$ cat config.mk
export PLATFORM = sky130hd
export DESIGN_NAME = fpa_div_stage
export DESIGN_NICKNAME = d
export VERILOG_FILES = /design/src/rtl/core/fixed_point_q24_8_alu_macros.svh /design/src/rtl/core/fpa_div_stage.sv
export SDC_FILE = /design/constraint.sdc
export NUM_CORES = 1
export LEC_CHECK = 0
export BUFFER_PORTS_ARGS = -buffer_cell sky130_fd_sc_hd__buf_2
export CAP_MARGIN = 20
export CORE_ASPECT_RATIO = 0.75
export CORE_MARGIN = 4
export CORE_UTILIZATION = 51
export DETAILED_ROUTE_END_ITERATION = 7
export GPL_TIMING_DRIVEN = 0
export PLACE_DENSITY = 0.85
export SYNTH_ARGS = -nofsm -noshare
export SYNTH_HDL_FRONTEND = slang
export SYNTH_SLANG_ARGS = --single-unit
$ cat constraint.sdc
create_clock -name clk -period 9.5 [get_ports clk]
set_input_delay 0.95 -clock clk [delete_from_list [all_inputs] [get_ports clk]]
set_output_delay 0.95 -clock clk [all_outputs]
set_load 0.02 [all_outputs]
$ cat src/rtl/core/fixed_point_q24_8_alu_macros.svh
// Assertion macros for the fixed-point ALU.
// Used by the top level only; no other dependencies.
`ifndef FIXED_POINT_Q24_8_ALU_MACROS_SVH
`define FIXED_POINT_Q24_8_ALU_MACROS_SVH
`ifndef NO_ASSERTIONS
`define FPA_ASSERT(lbl, prop) \
  lbl: assert property (@(posedge clk) disable iff (!rst_n) prop) else $error("fpa check failed");
`define FPA_ASSERT_RST(lbl, prop) \
  lbl: assert property (@(posedge clk) prop) else $error("fpa reset check failed");
`else
`define FPA_ASSERT(lbl, prop)
`define FPA_ASSERT_RST(lbl, prop)
`endif
`endif

$ cat src/rtl/core/fpa_div_stage.sv
// One restoring-division step: one quotient bit per register stage.
// No dependencies.
module fpa_div_stage #(
  parameter int DW = 32,
  parameter int QW = 40,
  parameter int SW = 38
) (
  input  logic          clk,
  input  logic          rst_n,
  input  logic          en,
  input  logic          vld_i,
  input  logic [DW-1:0] rem_i,
  input  logic [QW-1:0] nq_i,
  input  logic [DW-1:0] d_i,
  input  logic [SW-1:0] side_i,
  output logic          vld_o,
  output logic [DW-1:0] rem_o,
  output logic [QW-1:0] nq_o,
  output logic [DW-1:0] d_o,
  output logic [SW-1:0] side_o
);
  logic [DW:0]   t, diff;
  logic          ge;
  logic [DW-1:0] rem_nxt;
  logic          vld_r;
  logic [DW-1:0] rem_r, d_r;
  logic [QW-1:0] nq_r;
  logic [SW-1:0] side_r;

  always_comb begin
    t       = {rem_i, nq_i[QW-1]};
    diff    = t - {1'b0, d_i};
    ge      = t >= {1'b0, d_i};
    rem_nxt = ge ? diff[DW-1:0] : t[DW-1:0];
  end

  always_ff @(posedge clk) begin
    if (!rst_n) begin
      vld_r <= 1'b0;
    end else if (en) begin
      vld_r <= vld_i;
    end
  end

  always_ff @(posedge clk) begin
    if (en) begin
      rem_r  <= rem_nxt;
      nq_r   <= {nq_i[QW-2:0], ge};
      d_r    <= d_i;
      side_r <= side_i;
    end
  end

  assign vld_o  = vld_r;
  assign rem_o  = rem_r;
  assign nq_o   = nq_r;
  assign d_o    = d_r;
  assign side_o = side_r;
endmodule

==> flow_metrics.py <==
metrics = {
    "die": {
        "dieWidth_um": 138,
        "io_pins": 289,
        "die_h_um": 106,
        "start_util_pct": 52.5,
        "num_rows": 35,
        "core_area_um2": 12400,
        "dieArea_um2": 14600,
    },
    "routing": {
        "routed_wl_mm": 17.6,
        "drtIter0Drc": 299,
        "routedWlPerCell_um": 18.0,
        "vias": 5147,
        "antenna_left": 0,
        "via_per_inst": 5.28,
        "drc": 0,
        "first_pass_iters": 5,
    },
    "final_layout": {
        "antennaDiodeCount": 0,
        "drive_gt1_share_pct": 42.4,
        "fillerInstances": 899,
        "utilization_pct": 70.9,
        "area_growth_pct": 35.1,
        "final_nets": 975,
    },
    "global_routing": {
        "grt_usage_pct": 23.6,
        "grt_max_degree": 90,
        "antenna_found_initial": 3,
        "grt_pass1_wl_mm": 27.4,
        "grt_pass1_vias": 5207,
        "grt-ovfl-total": 0,
    },
    "power": {
        "p_leak_nw": 3.95,
        "ir_drop_v": 0.000141,
        "power_density_nw_per_um2": 207,
    },
    "hold_path": {
        "hold_path.class": "flip-flop to flip-flop",
        "hold_depth": 2,
        "worstHoldStart": "vld_o",
        "holdPathEnd": "vld_o",
    },
    "setup_path": {
        "timing.reg2reg.setup_slack_ps": 8850,
        "reg2reg_from": "vld_o",
        "worstPathArrival_ps": 4120,
        "critical_path.most_common_cell": "a21oi_1",
        "startpoint_type": "input pin",
        "max_stage_delay_ps": 420,
        "worst_path_max_delay_cell": "fa_1",
        "worst-path-buf-inv": 2,
        "path_cells": "buf_2 > inv_1 > ha_1 > fa_1 > nand2b_1 > a21oi_1 > o21ai_0 > o311a_1 > a31oi_1 > a21oi_1 > o41ai_1 > xor2_1 > mux2_1",
        "critPathKind": "input pin to flip-flop",
        "crit_fanout": 4,
        "required_ps": 9650,
        "endpoint_kind": "flip-flop",
        "r2r-end": "vld_o",
        "rr_worst_depth": 2,
        "critPathTopFamily": "compound AO/OA/AOI/OAI gates",
    },
    "sta": {
        "worstMarginPinSlew_ps": 544,
        "rsz0062_at_grt": "no",
        "finalCritPeriodShare_pct": 41.7,
        "slew_headroom_pct": 63.4,
        "hold_slack_ps": 587,
        "tns_ps": 0,
        "final_max_slew_viol_count": 0,
        "period_needed_ps": 3960,
        "skew_ps": 0,
        "setup_violations": 0,
        "hold_violations": 0,
        "max_clock_freq_mhz": 252,
    },
    "outcome": {
        "outcome": "finished, final reports clean",
    },
    "flow_run": {
        "maxCapViolCount": 0,
    },
    "clock_tree": {
        "cts_buffers": 17,
        "clk_pin_slew_ps": 60,
        "cts_tree": "done",
        "post_cts_buffers": 0,
        "h-tree-depth": 4,
        "cts_resized": 0,
        "clk_latency_ps": 410,
        "clk_path_buf_depth": 2,
        "holdBufCountCts": 0,
        "root_buffer": "clkbuf_16",
        "numClockSinks": 143,
    },
    "synthesis": {
        "synth_flop_cell": "edfxtp_1",
        "synth_cell_types": 48,
        "yosys-top-cells-area": "edfxtp_1, ha_1, a21oi_1, inv_1, xnor2_1",
        "ys_top_cells_by_count": "edfxtp_1, a21oi_1, inv_1, nor2_1, ha_1",
        "synthesis.area_um2": 6510,
        "synthMostInstantiatedCell": "edfxtp_1",
        "ys_warn_count": 0,
        "ys_seq_area_share_pct": 65.8,
        "synth.largest_area_cell": "edfxtp_1",
        "synth_seq_cells": 143,
        "syn_avg_cell_area_um2": 13.3,
        "async_flop_share_pct": 0,
        "synth_top_area_share_pct": 65.5,
        "syn_nets": 667,
        "synth-edff-count": 142,
        "syn_inst": 488,
    },
    "placed_design": {
        "finalWeightedCongestion": 0.885,
        "port_buffers": 288,
        "dp_hpwl_mm": 13.8,
    },
}
## registers in the layout (all words and copies together), names as in the netlist
register and cells:
side_o 38, vld_o 1, rem_o 32, nq_o 40
d_o 32
## worst max-delay path by stage
stage / startpoint / endpoint / slack (ps) / cells past startpoint
after floorplan: d_i[7] / rem_o[13] / 5780 / 12
after global placement: d_i[12] / rem_o[23] / 5140 / 13
after detailed placement: d_i[11] / rem_o[26] / 5140 / 13
after CTS: d_i[11] / rem_o[30] / 5570 / 13
after global routing: d_i[11] / rem_o[26] / 5340 / 13
final: nq_i[39] / rem_o[30] / 5540 / 13
## metrics by stage
| stage | setup slack [ps] | instance area [um2] | total power (W) | instances |
|---|---|---|---|---|
| floorplan | 5780 | 6510 | 0.00101 | 488 |
| detailed placement | 5140 | 8190 | 0.00115 | 943 |
| finish | 5540 | 8790 | 0.00182 | 975 |
| CTS | 5570 | 8790 | 0.00183 | 975 |
| global placement | 5140 | 8160 | 0.00114 | 942 |
| global route | 5340 | 8790 | 0.00190 | 975 |
## routing by layer
metal	global-route usage, %	up-vias	part of all wire (%)
met5	0	-	0.24
met4	6.63	6	1.6
met3	6.98	32	7.2
met2	40.6	209	51
met1	29.2	2461	40
li1	-	2439	-
## cell usage in the layout, fill, tap and decap left out, drive strengths merged, types with 3 or more instances in the layout
cell type and n:
mux2i 3, nand3 8, xor2 11, o21bai 3, nand2b 4, nor2 36
o211ai 4, nor2b 3, nand4 7, a21oi 54, nor4 4, mux2 10
a31oi 5, buf 300, ha 32, o21a 6, edfxtp 142, clkbuf 24
inv 47, o21ai 17, xnor2 16, a21o 12, nand2 27, a211oi 4
## worst register-to-register path, cell delays in order (launching register included)
cell	delay, ps
dfxtp_1	320
mux2i_1	150
nor2b_1	70
## report_power, final
part           switching (W)  internal (W)
clock               0.000277      0.000399
combinational       0.000226      0.000132
sequential         0.0000154      0.000768
## cell families (layout without fill, tap and decap cells)
kind of cell    after synthesis  count (layout)  share of synthesized area (%)
compound gates              118             118                           11.3
xor+xnor                     27              27                           3.63
fa+ha+maj                    33              33                           6.46
buf+inv                      55             376                           3.52
flops                       143             143                           65.8
mux                          13              13                           2.19
simple gates                 99              99                           7.06
## area by class of cell
cell class                      count  area [um2]  share of cell area (%)
Clock inverter                     14         173                    1.96
Buffer                             17        86.3                   0.982
Inverter                           38         143                    1.62
Clock buffer                       18         429                    4.88
Multi-Input combinational cell    290        1990                    22.7
Sequential cell                   143        4280                    48.7
Tap cell                          166         208                    2.36
Timing Repair Buffer              289        1480                    16.8
Power figures use the tool's default switching activity.
