[src/rtl/core/fixed_point_q24_8_alu_macros.svh]
// Assertion macros for the fixed-point ALU.
// Used by the top level only; no other dependencies.
`ifndef FIXED_POINT_Q24_8_ALU_MACROS_SVH
`define FIXED_POINT_Q24_8_ALU_MACROS_SVH
`ifndef NO_ASSERTIONS
`define FPA_ASSERT(lbl, prop) \
  lbl: assert property (@(posedge clk) disable iff (!rst_n) prop) else $error("fpa check failed");
`define FPA_ASSERT_RST(lbl, prop) \
  lbl: assert property (@(posedge clk) prop) else $error("fpa reset check failed");
`else
`define FPA_ASSERT(lbl, prop)
`define FPA_ASSERT_RST(lbl, prop)
`endif
`endif

[src/rtl/core/fpa_pkg.sv]
// Shared opcodes and default sizes for the fixed-point ALU.
// No dependencies.
package fpa_pkg;
  localparam int FRAC_BITS_DEF  = 8;
  localparam int DATA_WIDTH_DEF = 32;
  localparam int CMD_W          = 4;
  localparam int WORD_W         = 32;

  typedef enum logic [CMD_W-1:0] {
    CMD_ADD = 4'd0,
    CMD_SUB = 4'd1,
    CMD_MUL = 4'd2,
    CMD_DIV = 4'd3,
    CMD_MIN = 4'd4,
    CMD_MAX = 4'd5,
    CMD_INC = 4'd6,
    CMD_DEC = 4'd7,
    CMD_I2F = 4'd8,
    CMD_F2I = 4'd9
  } cmd_t;
endpackage

[src/rtl/core/fpa_alu.sv]
// First compute stage: the non-divide operations, compare flags and divider setup.
// Depends on fpa_pkg.
module fpa_alu #(
  parameter int FRAC_BITS  = fpa_pkg::FRAC_BITS_DEF,
  parameter int DATA_WIDTH = fpa_pkg::DATA_WIDTH_DEF
) (
  input  logic                          clk,
  input  logic                          rst_n,
  input  logic                          en,
  input  logic                          vld_i,
  input  logic [fpa_pkg::CMD_W-1:0]     cmd_i,
  input  logic signed [DATA_WIDTH-1:0]  a_i,
  input  logic signed [DATA_WIDTH-1:0]  b_i,
  output logic                          vld_o,
  output logic [DATA_WIDTH+5:0]         side_o,   // res, lt, eq, gt, is_div, dz, qsign
  output logic [DATA_WIDTH-1:0]         a_mag_o,
  output logic [DATA_WIDTH-1:0]         b_mag_o
);
  localparam int DW = DATA_WIDTH;

  logic signed [2*DW-1:0] prod;
  logic signed [DW-1:0]   res;
  logic                   lt, eq, gt, is_div, dz;
  logic                   vld_r;
  logic [DW+5:0]          side_r;
  logic [DW-1:0]          a_mag_r, b_mag_r;

  always_comb begin
    prod   = a_i * b_i;
    lt     = a_i < b_i;
    eq     = a_i == b_i;
    gt     = a_i > b_i;
    is_div = fpa_pkg::cmd_t'(cmd_i) == fpa_pkg::CMD_DIV;
    dz     = is_div && (b_i == '0);
    case (fpa_pkg::cmd_t'(cmd_i))
      fpa_pkg::CMD_ADD: res = a_i + b_i;
      fpa_pkg::CMD_SUB: res = a_i - b_i;
      fpa_pkg::CMD_MUL: res = prod[FRAC_BITS +: DW];
      fpa_pkg::CMD_MIN: res = lt ? a_i : b_i;
      fpa_pkg::CMD_MAX: res = gt ? a_i : b_i;
      fpa_pkg::CMD_INC: res = a_i + DW'(1);
      fpa_pkg::CMD_DEC: res = a_i - DW'(1);
      fpa_pkg::CMD_I2F: res = a_i <<< FRAC_BITS;
      fpa_pkg::CMD_F2I: res = a_i >>> FRAC_BITS;
      default:          res = '0;
    endcase
  end

  always_ff @(posedge clk) begin
    if (!rst_n) begin
      vld_r <= 1'b0;
    end else if (en) begin
      vld_r <= vld_i;
    end
  end

  always_ff @(posedge clk) begin
    if (en) begin
      side_r  <= {a_i[DW-1] ^ b_i[DW-1], dz, is_div, gt, eq, lt, res};
      a_mag_r <= a_i[DW-1] ? DW'(-a_i) : DW'(a_i);
      b_mag_r <= b_i[DW-1] ? DW'(-b_i) : DW'(b_i);
    end
  end

  assign vld_o   = vld_r;
  assign side_o  = side_r;
  assign a_mag_o = a_mag_r;
  assign b_mag_o = b_mag_r;
endmodule

[config.mk]
export PLATFORM = sky130hd
export DESIGN_NAME = fpa_alu
export DESIGN_NICKNAME = d
export VERILOG_FILES = /design/src/rtl/core/fixed_point_q24_8_alu_macros.svh /design/src/rtl/core/fpa_pkg.sv /design/src/rtl/core/fpa_alu.sv
export SDC_FILE = /design/constraint.sdc
export NUM_CORES = 2
export LEC_CHECK = 0
export ABC_AREA = 1
export BUFFER_PORTS_ARGS = -buffer_cell sky130_fd_sc_hd__buf_2
export CAP_MARGIN = 20
export CELL_PAD_IN_SITES_DETAIL_PLACEMENT = 0
export CELL_PAD_IN_SITES_GLOBAL_PLACEMENT = 1
export CORE_MARGIN = 2
export CORE_UTILIZATION = 52
export CTS_CLUSTER_DIAMETER = 150
export DETAILED_ROUTE_END_ITERATION = 6
export PLACE_DENSITY = 0.89
export SLEW_MARGIN = 40
export SYNTH_ARGS = -nofsm -noshare
export SYNTH_HDL_FRONTEND = slang
export SYNTH_SLANG_ARGS = --single-unit
[constraint.sdc]
create_clock -name clk -period 16.07 [get_ports clk]
set_input_delay 3.214 -clock clk [delete_from_list [all_inputs] [get_ports clk]]
set_output_delay 3.214 -clock clk [all_outputs]
set_load 0.005 [all_outputs]
==> flow_summary_export.csv <==
group,metric,value,unit
global_route,first_global_vias,33100,
global_route,global_route.overflow_total,0,
global_route,gr-usage-met3,0.0599,
placement,gp_routability_congestion,1.03,
synth,post_synth_num_cell_types,53,
clocking,cts.sink_count,103,
status,failed_checks,"design-rule violations",
floorplanning,floorplan.die_area,71000,um^2
global_route,first_pass_grt_wire_length,194000,um
setup_path,startpoint_type,"primary input",
global_route,grt_start_max_net_pins,58,
clocking,cts-root-buf,"sky130_fd_sc_hd__clkbuf_16",
setup_path,critPathKind,"primary input to flip-flop",
synth,dominantRegCellSynth,"sky130_fd_sc_hd__edfxtp_1",
clocking,clock_latency,0.39,ns
routing,drc_errors,4,
sta,fmax,94.0,MHz
routing,detail_route.first_pass.iterations,7,
hold_path,min-delay-path-class,"flip-flop to flip-flop",
synth,synthTopCellsByCount,"sky130_fd_sc_hd__inv_1 (1342), sky130_fd_sc_hd__nand2_1 (1276), sky130_fd_sc_hd__fa_1 (644)",
global_route,grtUsageMet2,0.603,
synth,yosys.cell_count.top_type,"sky130_fd_sc_hd__inv_1",
synth,synthesis.area_per_instance,7.27,um^2
synth,synth_area,35800,um^2
sta,timing.final.hold_violations,0,
sta,max_slew_violations,0,
sta,tightestPinTransition,0.892,ns
synth,ys_warn_count,0,
global_route,grt-busiest-layer,"met2",
synth,synth-seq-area-share,0.0861,
synth,syn_nets,5881,
setup_path,worst-endpoint-required,16.22,ns
finish,nNetsFinal,5902,
synth,ys_top_cells_by_area,"sky130_fd_sc_hd__fa_1 (36%), sky130_fd_sc_hd__inv_1 (14%), sky130_fd_sc_hd__nand2_1 (13%), sky130_fd_sc_hd__edfxtp_1 (8.6%), sky130_fd_sc_hd__ha_1 (8.3%)",
floorplanning,core,68300,um^2
job,max-cap-violations,0,
floorplanning,floorplan.die.width,266,um
synth,postSynth.asyncResetShare,0,
clocking,htree_levels,3,
sta,setup_viol,0,
clocking,clock_path_buffers,2,
global_route,number_of_antenna_violations_at_the_first_check_in_global_routing,3,
global_route,met1_track_usage_gr,0.481,
floorplanning,die-height,266,um
sta,unrepaired_setup_endpoints_after_global_routing,"false",
clocking,clock_tree_from_tritoncts,"built",
routing,post_drt_wl_per_cell,21.7,um
clocking,holdBufCountCts,0,
sta,max_slew_margin,0.402,
setup_path,critical_path_maximum_fanout,20,
routing,num_vias,32000,
finish,layout_stage_area_growth_over_the_synthesis_result,5.16,%
synth,post_synth_top_area_cell,"sky130_fd_sc_hd__fa_1",
placement,post-place-ws,4.86,ns
synth,synth_top_area_share,0.360,
setup_path,critPathCaptureType,"flip-flop",
sta,clock_skew,0,ns
clocking,number_of_buffers_created_by_cts,9,
routing,drt_wl_total,127000,um
placement,detailed_place_hpwl,97000,um
routing,route.detailed.vias_per_inst,5.49,
sta,fin_setup_tns,0,ns
floorplanning,pin_count,175,
routing,initialDrtViolationCount,3212,
sta,final_cycle_utilization_of_the_critical_path,0.662,
clocking,clkTransAtPathRegs,0.08,ns
floorplanning,floorplan.initialDensity,0.524,
sta,fin_crit,10.63,ns
placement,port_buffers,174,
synth,number_of_flops_mapped_to_enable_cells_by_yosys,102,
global_route,grtUsageTotal,0.367,
status,status,"finished with violations",
setup_path,critPathArrivalTime,10.79,ns
synth,register_bit_count_reported_by_yosys,103,
synth,postSynthCellCount,4926,
clocking,number_of_setup_buffers_added_after_cts,0,
floorplanning,floorplan.rows,96,
routing,post_route_ant_nets,0,
finish,final_layout_size_suffix_gt1_frac,0.0630,
clocking,post_cts.resized_instances,0,
sta,final_critical_path_setup_slack,5.44,ns
==> area by class of cell <==
class	instances	area [um^2]
fill	6711	30700
multi-input combinational	3247	26700
inverter	1360	5100
sequential	103	3080
timing repair buffer	226	1330
tap	882	1100
clock buffer	9	225
clock inverter	7	81.3
antenna	1	2.50
==> state kept, by name, summed over array words and instances, names as in the netlist <==
| register | count |
|---|---|
| a_mag_o | 32 |
| b_mag_o | 32 |
| side_o | 38 |
| vld_o | 1 |
==> worst paths after layout <==
path | to | start | cells after the start | slack [ns]
max | side_o[29]$_DFFE_PP_ | a_i[16] | 28 | 5.44
min | vld_o$_SDFFE_PN0P_ | vld_o$_SDFFE_PN0P_ | 2 | 0.55
max reg2reg | vld_o$_SDFFE_PN0P_ | vld_o$_SDFFE_PN0P_ | 2 | 15.43
min reg2reg | vld_o$_SDFFE_PN0P_ | vld_o$_SDFFE_PN0P_ | 2 | 0.55
==> critical path, cell delays in order <==
cell,delay (ns)
sky130_fd_sc_hd__buf_2,0.55
sky130_fd_sc_hd__buf_4,0.43
sky130_fd_sc_hd__nand2_1,0.09
sky130_fd_sc_hd__inv_1,0.09
sky130_fd_sc_hd__fa_1,0.44
sky130_fd_sc_hd__fa_1,0.50
sky130_fd_sc_hd__inv_1,0.06
sky130_fd_sc_hd__fa_1,0.48
sky130_fd_sc_hd__fa_1,0.57
sky130_fd_sc_hd__inv_1,0.06
sky130_fd_sc_hd__fa_1,0.49
sky130_fd_sc_hd__fa_1,0.63
sky130_fd_sc_hd__fa_1,0.45
sky130_fd_sc_hd__fa_1,0.48
sky130_fd_sc_hd__ha_1,0.39
sky130_fd_sc_hd__nand2_1,0.11
sky130_fd_sc_hd__nor2_1,0.18
sky130_fd_sc_hd__inv_1,0.11
sky130_fd_sc_hd__nor2_1,0.11
sky130_fd_sc_hd__inv_1,0.08
sky130_fd_sc_hd__nor4_1,0.50
sky130_fd_sc_hd__nand3b_1,0.19
sky130_fd_sc_hd__nand3_1,0.13
sky130_fd_sc_hd__nand2_1,0.05
sky130_fd_sc_hd__nand3_1,0.07
sky130_fd_sc_hd__o21ai_0,0.08
sky130_fd_sc_hd__a21oi_1,0.14
sky130_fd_sc_hd__nand2_1,0.06
==> per-stage QoR <==
step	cells	hold WS (ns)	utilization	cell area (um^2)
final	5835	0.550	0.551	37700
after detailed placement	5816	0.532	0.546	37300
after global placement	5815	0.519	0.545	37300
after floorplan	4926	0.525	-	35800
after global routing	5835	0.571	0.551	37700
after CTS	5832	0.552	0.550	37600
==> per-layer routing <==
| metal | up-vias | routed length, um | part of all wire |
|---|---|---|---|
| li1 | 14600 | - | - |
| met1 | 15600 | 50000 | 0.39 |
| met2 | 1568 | 58500 | 0.46 |
| met3 | 273 | 11800 | 0.093 |
| met4 | 2 | 6230 | 0.049 |
| met5 | - | 11 | 0.000087 |
==> kinds of logic after synthesis <==
logic type                 after synthesis  synth area share
AOI/OAI and AO/OA                      462            0.0739
adders and majority gates              883             0.443
DFF                                    103            0.0861
xor gates and xnor gates                73            0.0179
buffers and inverters                 1576             0.168
and+or+nand+nor                       1829             0.211
==> layout by cell type, fill, tap and decap left out, types with 9 or more instances in the layout <==
cell / Yosys / final
sky130_fd_sc_hd__inv_1: 1342 / 1342
sky130_fd_sc_hd__nand2_1: 1276 / 1275
sky130_fd_sc_hd__fa_1: 644 / 644
sky130_fd_sc_hd__ha_1: 239 / 239
sky130_fd_sc_hd__nor2_1: 219 / 219
sky130_fd_sc_hd__a21oi_1: 170 / 170
sky130_fd_sc_hd__buf_2: 8 / 168
sky130_fd_sc_hd__nand3_1: 165 / 165
sky130_fd_sc_hd__o21ai_0: 156 / 156
sky130_fd_sc_hd__edfxtp_1: 102 / 102
sky130_fd_sc_hd__xor2_1: 61 / 61
sky130_fd_sc_hd__buf_4: 3 / 55
sky130_fd_sc_hd__nor3_1: 43 / 42
sky130_fd_sc_hd__nand4_1: 40 / 40
sky130_fd_sc_hd__nand3b_1: 21 / 21
sky130_fd_sc_hd__a31oi_1: 18 / 18
sky130_fd_sc_hd__o211ai_1: 18 / 18
sky130_fd_sc_hd__o21bai_1: 17 / 17
sky130_fd_sc_hd__nor4_1: 16 / 16
sky130_fd_sc_hd__a21o_1: 16 / 16
sky130_fd_sc_hd__inv_2: 12 / 13
sky130_fd_sc_hd__or2_2: 13 / 13
sky130_fd_sc_hd__o22ai_1: 13 / 13
sky130_fd_sc_hd__xnor2_1: 12 / 12
sky130_fd_sc_hd__a22oi_1: 10 / 10
sky130_fd_sc_hd__clkbuf_16: 0 / 9
Power is not shown: default switching activity piles up to over one toggle a cycle in this logic, so the estimate is an artifact.
